## config.mk

```make
export PLATFORM = sky130hd
export DESIGN_NAME = fgn_div
export DESIGN_NICKNAME = d
export VERILOG_FILES = /design/src/sv/fgn_pkg.sv /design/src/sv/fgn_div.sv
export SDC_FILE = /design/constraint.sdc
export NUM_CORES = 1
export LEC_CHECK = 0
export ABC_AREA = 1
export BUFFER_PORTS_ARGS = -buffer_cell sky130_fd_sc_hd__buf_2
export CAP_MARGIN = 20
export CORE_UTILIZATION = 65
export CTS_CLUSTER_DIAMETER = 150
export DETAILED_ROUTE_END_ITERATION = 12
export PLACE_DENSITY = 0.95
export SYNTH_ARGS = -nofsm -noshare
export SYNTH_HDL_FRONTEND = slang
export SYNTH_SLANG_ARGS = --single-unit
```

## constraint.sdc

```tcl
create_clock -name i_clk -period 9.6 [get_ports i_clk]
set_input_delay 0 -clock i_clk [delete_from_list [all_inputs] [get_ports i_clk]]
set_output_delay 0 -clock i_clk [all_outputs]
set_load 0.005 [all_outputs]
```

## src/sv/fgn_pkg.sv

```systemverilog
// ----------------------------------------------------------------------------
// fgn_pkg
// Shared types and constants for the fractal gradient noise pipeline.
// ----------------------------------------------------------------------------
package fgn_pkg;

    localparam int DEF_TILE_SIZE  = 256;
    localparam int DEF_OCTAVES    = 6;
    localparam int DEF_BASE_CELLS = 2;

    localparam int TEX_W   = 8;
    localparam int TEX_N   = 256;
    localparam int FRAC_W  = 16;
    localparam int NOISE_W = 16;
    localparam int TOTAL_W = 48;

    // APB register map
    localparam int          PADDR_W       = 3;
    localparam logic [0:0]  REG_BASE_SEED = 1'b0;
    localparam logic [31:0] SEED_RESET    = 32'h9e37_79b9;

    // lattice hash multipliers
    localparam logic [31:0] HASH_X_MUL    = 32'd1664525;
    localparam logic [31:0] HASH_Y_MUL    = 32'd1013904223;
    localparam logic [31:0] HASH_SEED_MUL = 32'd374761393;
    localparam logic [31:0] HASH_MIX1     = 32'h2c1b_3c6d;
    localparam logic [31:0] HASH_MIX2     = 32'h297a_2d39;

    // compass gradients, Q1.15
    localparam logic signed [15:0] GRAD_X [8] = '{
        16'sd32767, -16'sd32767, 16'sd0, 16'sd0,
        16'sd23170, -16'sd23170, 16'sd23170, -16'sd23170
    };
    localparam logic signed [15:0] GRAD_Y [8] = '{
        16'sd0, 16'sd0, 16'sd32767, -16'sd32767,
        16'sd23170, 16'sd23170, -16'sd23170, -16'sd23170
    };

    // handoff between neighboring octave cells
    typedef struct packed {
        logic                      valid;
        logic [TEX_W-1:0]          tex_x;
        logic [TEX_W-1:0]          tex_y;
        logic signed [TOTAL_W-1:0] total;
    } t_cell_bus;

endpackage

```

## src/sv/fgn_div.sv

```systemverilog
// ----------------------------------------------------------------------------
// fgn_div
// Scales the octave sum by the weight total: round, saturate, and divide
// by 2^OCTAVES-1 with a reciprocal multiply. Three stages.
// ----------------------------------------------------------------------------
module fgn_div #(
    parameter int OCTAVES = fgn_pkg::DEF_OCTAVES
) (
    input  logic                                   i_clk,
    input  logic                                   i_rst_n,
    input  logic                                   i_en,
    input  logic                                   i_vld,
    input  logic signed [fgn_pkg::TOTAL_W-1:0]     i_total,
    output logic                                   o_vld,
    output logic signed [fgn_pkg::NOISE_W-1:0]     o_noise
);

    localparam int TW   = fgn_pkg::TOTAL_W;
    localparam int QW   = TW - 16;
    localparam int W    = (1 << OCTAVES) - 1;
    localparam int DW   = 16 + OCTAVES;
    localparam int MW   = DW + 2;
    localparam int PW   = DW + MW;
    localparam int SH   = DW + OCTAVES;
    localparam int NV   = 3;

    localparam logic signed [TW-1:0] BIAS    = TW'(W * 32768);
    localparam logic signed [QW-1:0] Q_LO    = QW'(-(W * 32768));
    localparam logic signed [QW-1:0] Q_HI    = QW'(W * 32768 - 1);
    localparam logic signed [QW-1:0] Q_SHIFT = QW'(W * 32768);

    // ceil(2^SH / W): exact floor division for every dividend below 2^DW
    localparam longint          RECIP_L = ((longint'(1) << SH) + longint'(W) - 1)
                                          / longint'(W);
    localparam logic [MW-1:0]   RECIP   = MW'(RECIP_L);

    logic                 r_vld [NV];
    logic signed [TW-1:0] r_x;
    logic [DW-1:0]        r_qq;
    logic [PW-1:0]        r_prod;

    logic signed [QW-1:0] w_q;
    logic signed [QW-1:0] w_qc;
    logic signed [QW-1:0] w_qs;
    logic [15:0]          w_quo;

    // floor(x / 65536), clamp to the quotient range, offset to non-negative
    assign w_q  = $signed(r_x[TW-1:16]);
    assign w_qc = (w_q < Q_LO) ? Q_LO : ((w_q > Q_HI) ? Q_HI : w_q);
    assign w_qs = w_qc + Q_SHIFT;

    always_ff @(posedge i_clk) begin
        if (!i_rst_n) begin
            r_vld <= '{default: 1'b0};
        end else if (i_en) begin
            r_vld[0] <= i_vld;
            for (int s = 1; s < NV; s++) begin
                r_vld[s] <= r_vld[s-1];
            end
        end
    end

    always_ff @(posedge i_clk) begin
        if (i_en) begin
            r_x    <= i_total + BIAS;
            r_qq   <= w_qs[DW-1:0];
            r_prod <= PW'(r_qq) * PW'(RECIP);
        end
    end

    assign w_quo = r_prod[SH +: 16];

    // remove the offset of 32768 from the quotient
    assign o_vld   = r_vld[NV-1];
    assign o_noise = $signed({~w_quo[15], w_quo[14:0]});

endmodule
```

# Word level (Yosys, flattened, before mapping)
# Cells that the tools add are included.
[totals]
reg_bits = 117
latchBits = 0
mem_bits_rw = 0
mem_bits_ro = 0
word_cells = 14
memories = 0
[op_classes]
n_addsub = 2
n_mul = 1
n_div = 0
order_cmp = 2
n_eq_ne = 0
n_shift = 0
muxes = 2
bitwise_logic = 1
n_reduce_logical = 0
[ops]
columns = ["operator", "n"]
rows = [
  ["$add 48x22->48 const B", 1],
  ["$mul 22x23->44 const B", 1],
  ["$mux 22", 2],
  ["$gt 32x22->1 const B", 1],
  ["$lt 32x22->1 const B", 1],
  ["$add 22x22->22 const B", 1],
  ["$not 1->1", 1],
]

# Depth between registers and ports, before layout
# Gate-level depths: netlist of run 1.
[logic_depth]
depth_word = 4
depth_mapped = 21
mapped_depth_nobuf = 21

# Worst setup path after synthesis of run 1
# OpenSTA, ideal clock, no wires.
[synth_path]
path_type = "flip-flop to flip-flop"
start = "reg r_qq[14]"
end = "reg r_prod[41], data pin"
setup_time_ns = 0.253
t_arrival_ns = 3.654
required_time_ns = 9.347
path_slack_ns = 5.694
stages_incl_launch_ff = 18
period_less_slack_ns = 3.906
cell_sequence = "edfxtp_1 > ha_1 > inv_1 > fa_1 > inv_1 > fa_1 > fa_1 > ha_1 > ha_1 > nand2_1 > nor2_1 > inv_1 > nor3_1 > nand2_1 > nand2_1 > nand2_1 > nand4_1 > nand2_1"
[synth_between]
elab_chain_cells = 1
[synth_lines]
columns = ["element", "line", "source"]
rows = [
  ["start: declaration", "fgn_div.sv:39", "logic [DW-1:0] r_qq;"],
  ["start signal: assignment", "fgn_div.sv:66", "r_qq <= w_qs[DW-1:0];"],
  ["$mul 22x23->44", "fgn_div.sv:67", "r_prod <= PW'(r_qq) * PW'(RECIP);"],
  ["end signal: assignment", "fgn_div.sv:67", ""],
  ["end: declaration", "fgn_div.sv:40", "logic [PW-1:0] r_prod;"],
]
# Every way passes these cells.
# A chain may end at the register's enable or synchronous reset.

# Final worst setup path of run 1
[layout_path]
start = "reg r_qq[20]"
end = "reg r_prod[41], data pin"
# The elaborated chain is that of the path after synthesis.

==> results of run 1 <==
## worst max-delay path by stage
stage	slack, ns	cells past startpoint	from	to
floorplan	5.69	17	r_qq[14]$_SDFFCE_PN0P_	r_prod[41]$_DFFE_PP_
global placement	5.25	18	r_qq[18]$_DFFE_PP_	r_prod[40]$_DFFE_PP_
detailed placement	5.21	16	r_qq[17]$_DFFE_PP_	r_prod[41]$_DFFE_PP_
CTS	5.15	15	r_qq[20]$_DFFE_PP_	r_prod[41]$_DFFE_PP_
global route	4.79	15	r_qq[20]$_DFFE_PP_	r_prod[41]$_DFFE_PP_
finish	5.09	15	r_qq[20]$_DFFE_PP_	r_prod[41]$_DFFE_PP_
## where the power goes
group,total [W],switching (W),leakage (nW),internal [W]
sequential,0.000442,0.0000257,0.715,0.000416
combinational,0.00116,0.000742,3.81,0.000422
clock,0.000361,0.000154,0.149,0.000207
## placed cells by master, fill, tap and decap left out, types with 3 or more instances in the layout
master	netlist	final
sky130_fd_sc_hd__xor2_1	23	23
sky130_fd_sc_hd__inv_1	169	169
sky130_fd_sc_hd__nor2_4	3	3
sky130_fd_sc_hd__nand3b_1	3	3
sky130_fd_sc_hd__buf_2	2	53
sky130_fd_sc_hd__dfxtp_1	3	3
sky130_fd_sc_hd__o21ai_0	18	18
sky130_fd_sc_hd__nand4_1	19	19
sky130_fd_sc_hd__a21o_1	11	11
sky130_fd_sc_hd__o21bai_1	9	9
sky130_fd_sc_hd__nand3_1	34	34
sky130_fd_sc_hd__fa_1	29	29
sky130_fd_sc_hd__ha_1	146	146
sky130_fd_sc_hd__nand2_1	208	208
sky130_fd_sc_hd__xnor2_1	11	11
sky130_fd_sc_hd__edfxtp_1	70	70
sky130_fd_sc_hd__inv_6	0	3
sky130_fd_sc_hd__nor3_2	4	4
sky130_fd_sc_hd__nor2_1	126	126
sky130_fd_sc_hd__nor3_1	18	18
sky130_fd_sc_hd__clkbuf_16	0	9
sky130_fd_sc_hd__a31oi_1	5	5
sky130_fd_sc_hd__dlygate4sd3_1	0	16
sky130_fd_sc_hd__a21oi_1	31	31
sky130_fd_sc_hd__nand2_2	8	8
## cell type report
| type | instances | area share [%] |
|---|---|---|
| Sequential cell | 73 | 24.6 |
| Tap cell | 147 | 2.09 |
| Multi-Input combinational cell | 720 | 57.6 |
| Clock buffer | 9 | 2.56 |
| Timing Repair Buffer | 70 | 4.92 |
| Clock inverter | 7 | 0.953 |
| Inverter | 171 | 7.31 |
## critical path, delay by kind of cell (launching register included)
kind / cells / cell delay [ns]
and+or+nand+nor: 6 / 1.04
buffers and inverters: 3 / 0.22
adders and majority gates: 6 / 2.53
DFF: 1 / 0.47
## per-stage QoR
step	setup slack, ns	power, W	cell area, um^2
final	5.09	0.00197	8800
after global routing	4.79	0.00213	8800
after CTS	5.15	0.00194	8800
after detailed placement	5.21	0.00156	8330
after global placement	5.25	0.00152	8330
after floorplan	5.69	0.00128	7990
## metal layers
layer / wire [um] / share of wire, % / track usage (%)
met1: 7790 / 40 / 34.9
met2: 10100 / 51 / 60.2
met3: 804 / 4.1 / 4.45
met4: 1030 / 5.2 / 17.4
met5: 0 / 0 / 0
## registers in the layout (all words and copies together), names as in the netlist
name and flops:
r_prod 16, o_vld 1, r_qq 22, r_x 32
r_vld 2
## cell families (layout without fill, tap and decap cells)
group | after synthesis | after routing | share of synthesized area [%]
compound gates | 79 | 79 | 5.92
xor+xnor | 35 | 35 | 3.93
fa+ha+maj | 175 | 175 | 30.1
buf+inv | 188 | 257 | 9.58
flops | 73 | 73 | 27.1
simple gates | 431 | 431 | 23.4
## timing repair
item	4_1_cts	5_1_grt
hold buffers	16	0
endpoints found under the setup margin	0	0
endpoints found under the hold margin	16	0
==> results.sh, run 1 <==
export IMPL_wire_length_of_the_first_global_routing_pass_mm=31.5
export IMPL_h_tree_depth=3
export IMPL_detail_route_iter0_violations=497
export IMPL_final_util_pct=73.2
export IMPL_timing_setup_critical_path_class="reg2reg"
export IMPL_core_region_area_um2=12000
export IMPL_placementRows=40
export IMPL_max_slew_margin_rel_pct=39.4
export IMPL_area_delta_synth_final_pct=10.1
export IMPL_cp_max_fo=4
export IMPL_avgRoutedWirePerCell_um=16.5
export IMPL_status="completed"
export IMPL_cts_buffers=9
export IMPL_worst_ep_arrival_time_ns=4.61
export IMPL_final_setup_skew_ns=0.0126
export IMPL_holdCritPathClass="in2reg"
export IMPL_drcViolationCount=0
export IMPL_synth_largest_type_area_fraction_pct=26.3
export IMPL_synth_avg_cell_area_um2=8.15
export IMPL_floorplan_die_width_um=113
export IMPL_synthTopCellsByCount="208 x sky130_fd_sc_hd__nand2_1, 169 x sky130_fd_sc_hd__inv_1, 146 x sky130_fd_sc_hd__ha_1"
export IMPL_post_cts_buffers=0
export IMPL_fillCellCount=815
export IMPL_critical_path_endpoint_type="register"
export IMPL_dpl_cell_count=1165
export IMPL_worst_ir_drop_vdd_mv=0.116
export IMPL_die_area_um2=12700
export IMPL_tritoncts_clock_tree="built"
export IMPL_insertion_delay_ns=0.35
export IMPL_fin_tns_setup_ns=0
export IMPL_critical_path_max_stage_delay_ns=0.52
export IMPL_first_global_vias=6800
export IMPL_hold_critical_path_depth=2
export IMPL_die_y_um=113
export IMPL_detailroute_via_count=6813
export IMPL_grt_max_degree=75
export IMPL_worstPathCellList="ha_1, inv_1, fa_1, inv_1, fa_1, fa_1, ha_1, ha_1, nand2_1, nor2_1, inv_1, nor3_1, nand4_1, nand4_1, nand2_1"
export IMPL_reg2reg_from="r_qq[20]$_DFFE_PP_"
export IMPL_synth_edf_count=70
export IMPL_synth_most_common_cell="sky130_fd_sc_hd__nand2_1"
export IMPL_timing_max_cap_violations=0
export IMPL_synth_seq_cells=73
export IMPL_drt_antenna_violating_nets=0
export IMPL_mappedNetlistArea_um2=7990
export IMPL_required_ns=9.70
export IMPL_maxClockFrequency_mhz=222
export IMPL_num_antenna_cells=0
export IMPL_cellPowerDensity_nw_per_um2=224
export IMPL_initial_core_util_pct=66.5
export IMPL_place_port_buffers=53
export IMPL_timing_final_setup_violations=0
export IMPL_antenna_found_initial=0
export IMPL_most_area_hungry_cell_type_in_the_yosys_netlist="sky130_fd_sc_hd__edfxtp_1"
export IMPL_holdWs_ns=0.0111
export IMPL_instances_no_fill=1197
export IMPL_final_hold_viol_count=0
export IMPL_final_min_clock_period_ns=4.51
export IMPL_design_final_nets=1272
export IMPL_setup_reg_to_reg_worst_slack_ns=5.09
export IMPL_clockBufferDepth=2
export IMPL_synth_sequential_area_ratio_pct=27.1
export IMPL_clock_sinks=73
export IMPL_hold_start="i_total[35]"
export IMPL_ys_warnings_count=0
export IMPL_route_detailed_vias_per_inst=5.69
export IMPL_critical_r2r_capture="r_prod[41]$_DFFE_PP_"
export IMPL_post_synthesis_async_set_or_reset_flop_share_pct=0
export IMPL_ctsResizeCount=0
export IMPL_netlist_instances=981
export IMPL_hpwl_mm=15.4
export IMPL_post_synth_main_area_contributors="sky130_fd_sc_hd__edfxtp_1 26%, sky130_fd_sc_hd__ha_1 23%, sky130_fd_sc_hd__nand2_1 9.8%"
export IMPL_syn_num_nets=1208
export IMPL_grtUsageTotal_pct=32.1
export IMPL_critical_path_source_type="register"
export IMPL_drt_first_pass_iters=5
export IMPL_sequential_cell_area_um2=2160
export IMPL_io_pins=69
export IMPL_synth_lib_cells_used_distinct=37
export IMPL_root_buf_cell="sky130_fd_sc_hd__clkbuf_16"
export IMPL_wl_mm=19.7
export IMPL_worst_slew_pin_transition_ns=0.909
export IMPL_crit_slowest_cell="sky130_fd_sc_hd__fa_1"
export IMPL_hold_path_endpoint="r_x[35]$_DFFE_PP_"
export IMPL_period_share_pct=47.0
export IMPL_power_leakage_nw=4.67
export IMPL_timing_reg2reg_worst_path_depth=15
export IMPL_setup_repair_after_global_routing_missed_its_margin="no"
export IMPL_placer_s_final_routability_congestion_estimate=1.01
export IMPL_ys_dominant_reg_cell="sky130_fd_sc_hd__edfxtp_1"
export IMPL_number_of_pins_with_negative_max_slew_slack_in_the_final_report=0
export IMPL_multiInputGateArea_um2=5060
export IMPL_clkTransAtPathRegs_ns=0.07
export IMPL_post_route_cells_drive_above_1_share_pct=8.95
export IMPL_globalRouteOverflowTotal=0
Note: power is estimated with default switching activity, not from simulation.
==> run 2: changes to the inputs <==
- ABC_AREA: 1 -> 0
- CORE_UTILIZATION: 65 -> 55
- PLACE_DENSITY: 0.95 -> 0.9
- clock period: 9.6 -> 3.96 ns (I/O delays scaled with it)
==> run 2 against run 1 <==
Against the previous run:
- first-iteration DRC count is 28% lower
- design area fell by 2.8%
- sequential share of layout area increased by 0.71 points
- core utilization rose by 0.38 points
- via count fell by 23%
- wire length down 14%
- largest power group unchanged
- area after synthesis down 17%
- clock power is 140% higher
- the flow now finishes with violations (DRC, setup timing)
- critical path depth rose by 2
- global-route usage decreased by 5.0 points
- count of clock-buffer cells in the layout increased by 1
- flip-flop and latch count unchanged
==> results.sh, run 2 <==
export IMPL_critical_path_start="r_qq[20]$_DFFE_PP_"
export IMPL_reg2reg_from="r_qq[20]$_DFFE_PP_"
export IMPL_holdCritPathClass="in2reg"
export IMPL_avgRoutedWirePerCell_um=18.7
export IMPL_worst_slack_ns=-0.522
export IMPL_final_setup_skew_ns=0.0104
export IMPL_synth_seq_cells=73
export IMPL_cts_buffers=9
export IMPL_io_pins=69
export IMPL_place_area_um2=7610
export IMPL_drcViolationCount=2
export IMPL_synth_largest_type_area_fraction_pct=31.5
export IMPL_holdWs_ns=0.0122
export IMPL_core_region_area_um2=11600
export IMPL_hpwl_mm=11.9
export IMPL_setup_reg_to_reg_worst_slack_ns=-0.52
export IMPL_dpl_cell_count=858
export IMPL_final_min_clock_period_ns=4.48
export IMPL_die_y_um=112
export IMPL_grt_max_degree=42
export IMPL_placementRows=39
export IMPL_multiInputGateArea_um2=4580
export IMPL_placer_s_final_routability_congestion_estimate=0.904
export IMPL_syn_num_nets=847
export IMPL_ys_warnings_count=0
export IMPL_detailroute_via_count=5252
export IMPL_area_delta_synth_final_pct=28.2
export IMPL_fin_tns_setup_ns=-6.94
export IMPL_setup_repair_after_global_routing_missed_its_margin="yes"
export IMPL_initial_core_util_pct=57.4
export IMPL_worst_ep_arrival_time_ns=4.56
export IMPL_largest_register="r_x"
export IMPL_synthTopCellsByCount="146 x sky130_fd_sc_hd__ha_1, 83 x sky130_fd_sc_hd__inv_1, 70 x sky130_fd_sc_hd__edfxtp_1"
export IMPL_detail_route_iter0_violations=358
export IMPL_timing_max_cap_violations=0
export IMPL_netlist_instances=620
export IMPL_die_area_um2=12600
export IMPL_max_slew_margin_rel_pct=44.6
export IMPL_grtUsageTotal_pct=27.0
export IMPL_worst_slew_pin_transition_ns=0.831
export IMPL_power_leakage_nw=4.04
export IMPL_wire_length_of_the_first_global_routing_pass_mm=26.3
export IMPL_timing_reg2reg_worst_path_depth=17
export IMPL_post_route_cells_drive_above_1_share_pct=27.5
export IMPL_period_share_pct=113
export IMPL_synth_edf_count=70
export IMPL_reg_largest_list="r_x: 32 flops, r_qq: 22 flops, r_prod: 16 flops"
export IMPL_place_port_buffers=53
export IMPL_post_synthesis_async_set_or_reset_flop_share_pct=0
export IMPL_cp_max_fo=4
export IMPL_mappedNetlistArea_um2=6670
export IMPL_final_design_area_no_fill_um2=8550
export IMPL_synth_lib_cells_used_distinct=51
export IMPL_worst_ir_drop_vdd_mv=0.510
export IMPL_drt_first_pass_iters=9
export IMPL_cellPowerDensity_nw_per_um2=610
export IMPL_required_ns=4.04
export IMPL_timing_final_setup_violations=16
export IMPL_instances_no_fill=904
export IMPL_hold_critical_path_depth=2
export IMPL_first_global_vias=5688
export IMPL_most_area_hungry_cell_type_in_the_yosys_netlist="sky130_fd_sc_hd__edfxtp_1"
export IMPL_num_antenna_cells=0
export IMPL_critical_path_source_type="register"
export IMPL_ys_dominant_reg_cell="sky130_fd_sc_hd__edfxtp_1"
export IMPL_number_of_pins_with_negative_max_slew_slack_in_the_final_report=0
export IMPL_design_final_nets=983
export IMPL_root_buf_cell="sky130_fd_sc_hd__clkbuf_16"
export IMPL_synth_sequential_area_ratio_pct=32.4
export IMPL_insertion_delay_ns=0.34
export IMPL_pre_cts_slack_ns=-0.652
export IMPL_maxClockFrequency_mhz=223
export IMPL_critical_path_endpoint_type="register"
export IMPL_floorplan_die_width_um=112
export IMPL_clock_sinks=73
export IMPL_status="finished with violations"
export IMPL_hold_path_endpoint="r_x[20]$_DFFE_PP_"
export IMPL_synth_most_common_cell="sky130_fd_sc_hd__ha_1"
export IMPL_mostFrequentLayoutCell="sky130_fd_sc_hd__ha_1"
export IMPL_wl_mm=16.9
export IMPL_largest_register_ff_count=32
export IMPL_failing_checks="DRC, setup timing"
export IMPL_drt_antenna_violating_nets=0
export IMPL_clkTransAtPathRegs_ns=0.06
export IMPL_route_detailed_vias_per_inst=5.81
export IMPL_timing_setup_critical_path_class="reg2reg"
export IMPL_final_hold_viol_count=0
export IMPL_tritoncts_clock_tree="built"
export IMPL_fillCellCount=684
export IMPL_synth_avg_cell_area_um2=10.8
export IMPL_antenna_found_initial=0
export IMPL_post_synth_main_area_contributors="sky130_fd_sc_hd__edfxtp_1 32%, sky130_fd_sc_hd__ha_1 27%, sky130_fd_sc_hd__fa_1 8.7%"
export IMPL_clockBufferDepth=2
export IMPL_sequential_cell_area_um2=2160
export IMPL_commonest_non_fill_non_tap_cells_in_the_layout="125 x sky130_fd_sc_hd__ha_1, 80 x sky130_fd_sc_hd__inv_1, 70 x sky130_fd_sc_hd__edfxtp_1"
export IMPL_hold_start="i_total[20]"
export IMPL_critical_r2r_capture="r_prod[38]$_DFFE_PP_"
export IMPL_globalRouteOverflowTotal=0
export IMPL_h_tree_depth=3
-- run 2: cell types whose count changed after synthesis, moves of 8 or more --
| cell | delta |
|---|---|
| sky130_fd_sc_hd__xnor2_1 | +22 |
| sky130_fd_sc_hd__nand2_2 | -8 |
| sky130_fd_sc_hd__nor2_1 | -74 |
| sky130_fd_sc_hd__inv_1 | -86 |
| sky130_fd_sc_hd__nand3_1 | -18 |
| sky130_fd_sc_hd__a21oi_1 | -8 |
| sky130_fd_sc_hd__nand4_1 | -8 |
| sky130_fd_sc_hd__o21ai_0 | -10 |
| sky130_fd_sc_hd__nor3_1 | -14 |
| sky130_fd_sc_hd__nand2_1 | -174 |
-- run 2: kinds of logic after synthesis --
kind of cell,synth area share [%]
DFF,32.4
muxes,0.601
buffers and inverters,6.57
xor gates and xnor gates,6.57
adders and majority gates,36.1
and+or+nand+nor,11.4
AOI/OAI and AO/OA,6.36
-- run 2: layout make-up --
| cell class | instances | area share (%) |
|---|---|---|
| clock buffer | 10 | 2.68 |
| timing repair buffer | 143 | 11.7 |
| inverter | 83 | 3.64 |
| multi-input combinational | 446 | 53.5 |
| sequential | 73 | 25.3 |
| clock inverter | 6 | 1.05 |
| tap | 143 | 2.09 |
-- run 2: power breakdown --
group / internal (W) / switching (W)
clock network: 0.000554 / 0.000330
registers: 0.00101 / 0.0000505
logic: 0.00164 / 0.00164
-- run 2: worst max-delay path by stage --
| stage | to | slack, ns |
|---|---|---|
| after floorplan | r_prod[36]$_DFFE_PP_ | -0.15 |
| after global placement | r_prod[42]$_DFFE_PP_ | -0.46 |
| after detailed placement | r_prod[36]$_DFFE_PP_ | -0.65 |
| after CTS | r_prod[36]$_DFFE_PP_ | -0.45 |
| after global routing | r_prod[36]$_DFFE_PP_ | -0.70 |
| final | r_prod[38]$_DFFE_PP_ | -0.52 |
-- run 2: metal layers --
layer | track usage [%] | up-vias | share of wire, %
met5 | 0 | - | 0
met4 | 14.1 | 0 | 4.9
met3 | 4.75 | 69 | 3.9
met2 | 52.0 | 199 | 56
met1 | 27.9 | 2543 | 35
li1 | - | 2441 | -
-- run 2: through the flow --
stage	util, %	total power, W
global route	73.6	0.00557
finish	73.6	0.00522
global placement	65.4	0.00342
CTS	71.5	0.00475
detailed placement	65.5	0.00360
floorplan	-	0.00275
-- run 2: worst max-delay path: stages, from the launching register on --
cell and delay [ns]:
sky130_fd_sc_hd__edfxtp_1 0.45, sky130_fd_sc_hd__ha_4 0.32, sky130_fd_sc_hd__inv_2 0.04, sky130_fd_sc_hd__fa_1 0.52, sky130_fd_sc_hd__inv_2 0.05, sky130_fd_sc_hd__fa_1 0.46, sky130_fd_sc_hd__fa_1 0.60, sky130_fd_sc_hd__ha_4 0.23
sky130_fd_sc_hd__ha_4 0.30, sky130_fd_sc_hd__nand2_4 0.06, sky130_fd_sc_hd__o21ai_4 0.18, sky130_fd_sc_hd__buf_6 0.14, sky130_fd_sc_hd__o21ai_4 0.06, sky130_fd_sc_hd__a21oi_4 0.29, sky130_fd_sc_hd__nand2_4 0.12, sky130_fd_sc_hd__o21ai_4 0.18
sky130_fd_sc_hd__a21oi_2 0.08, sky130_fd_sc_hd__xnor2_1 0.13
-- run 2: repair_timing --
action | CTS | global route
gates resized for setup | 18 | 33
pin swaps | 9 | 20
hold buffers | 18 | 0
buffers inserted | 8 | 5
hold endpoints to repair | 19 | 0
endpoints found under the setup margin | 16 | 16
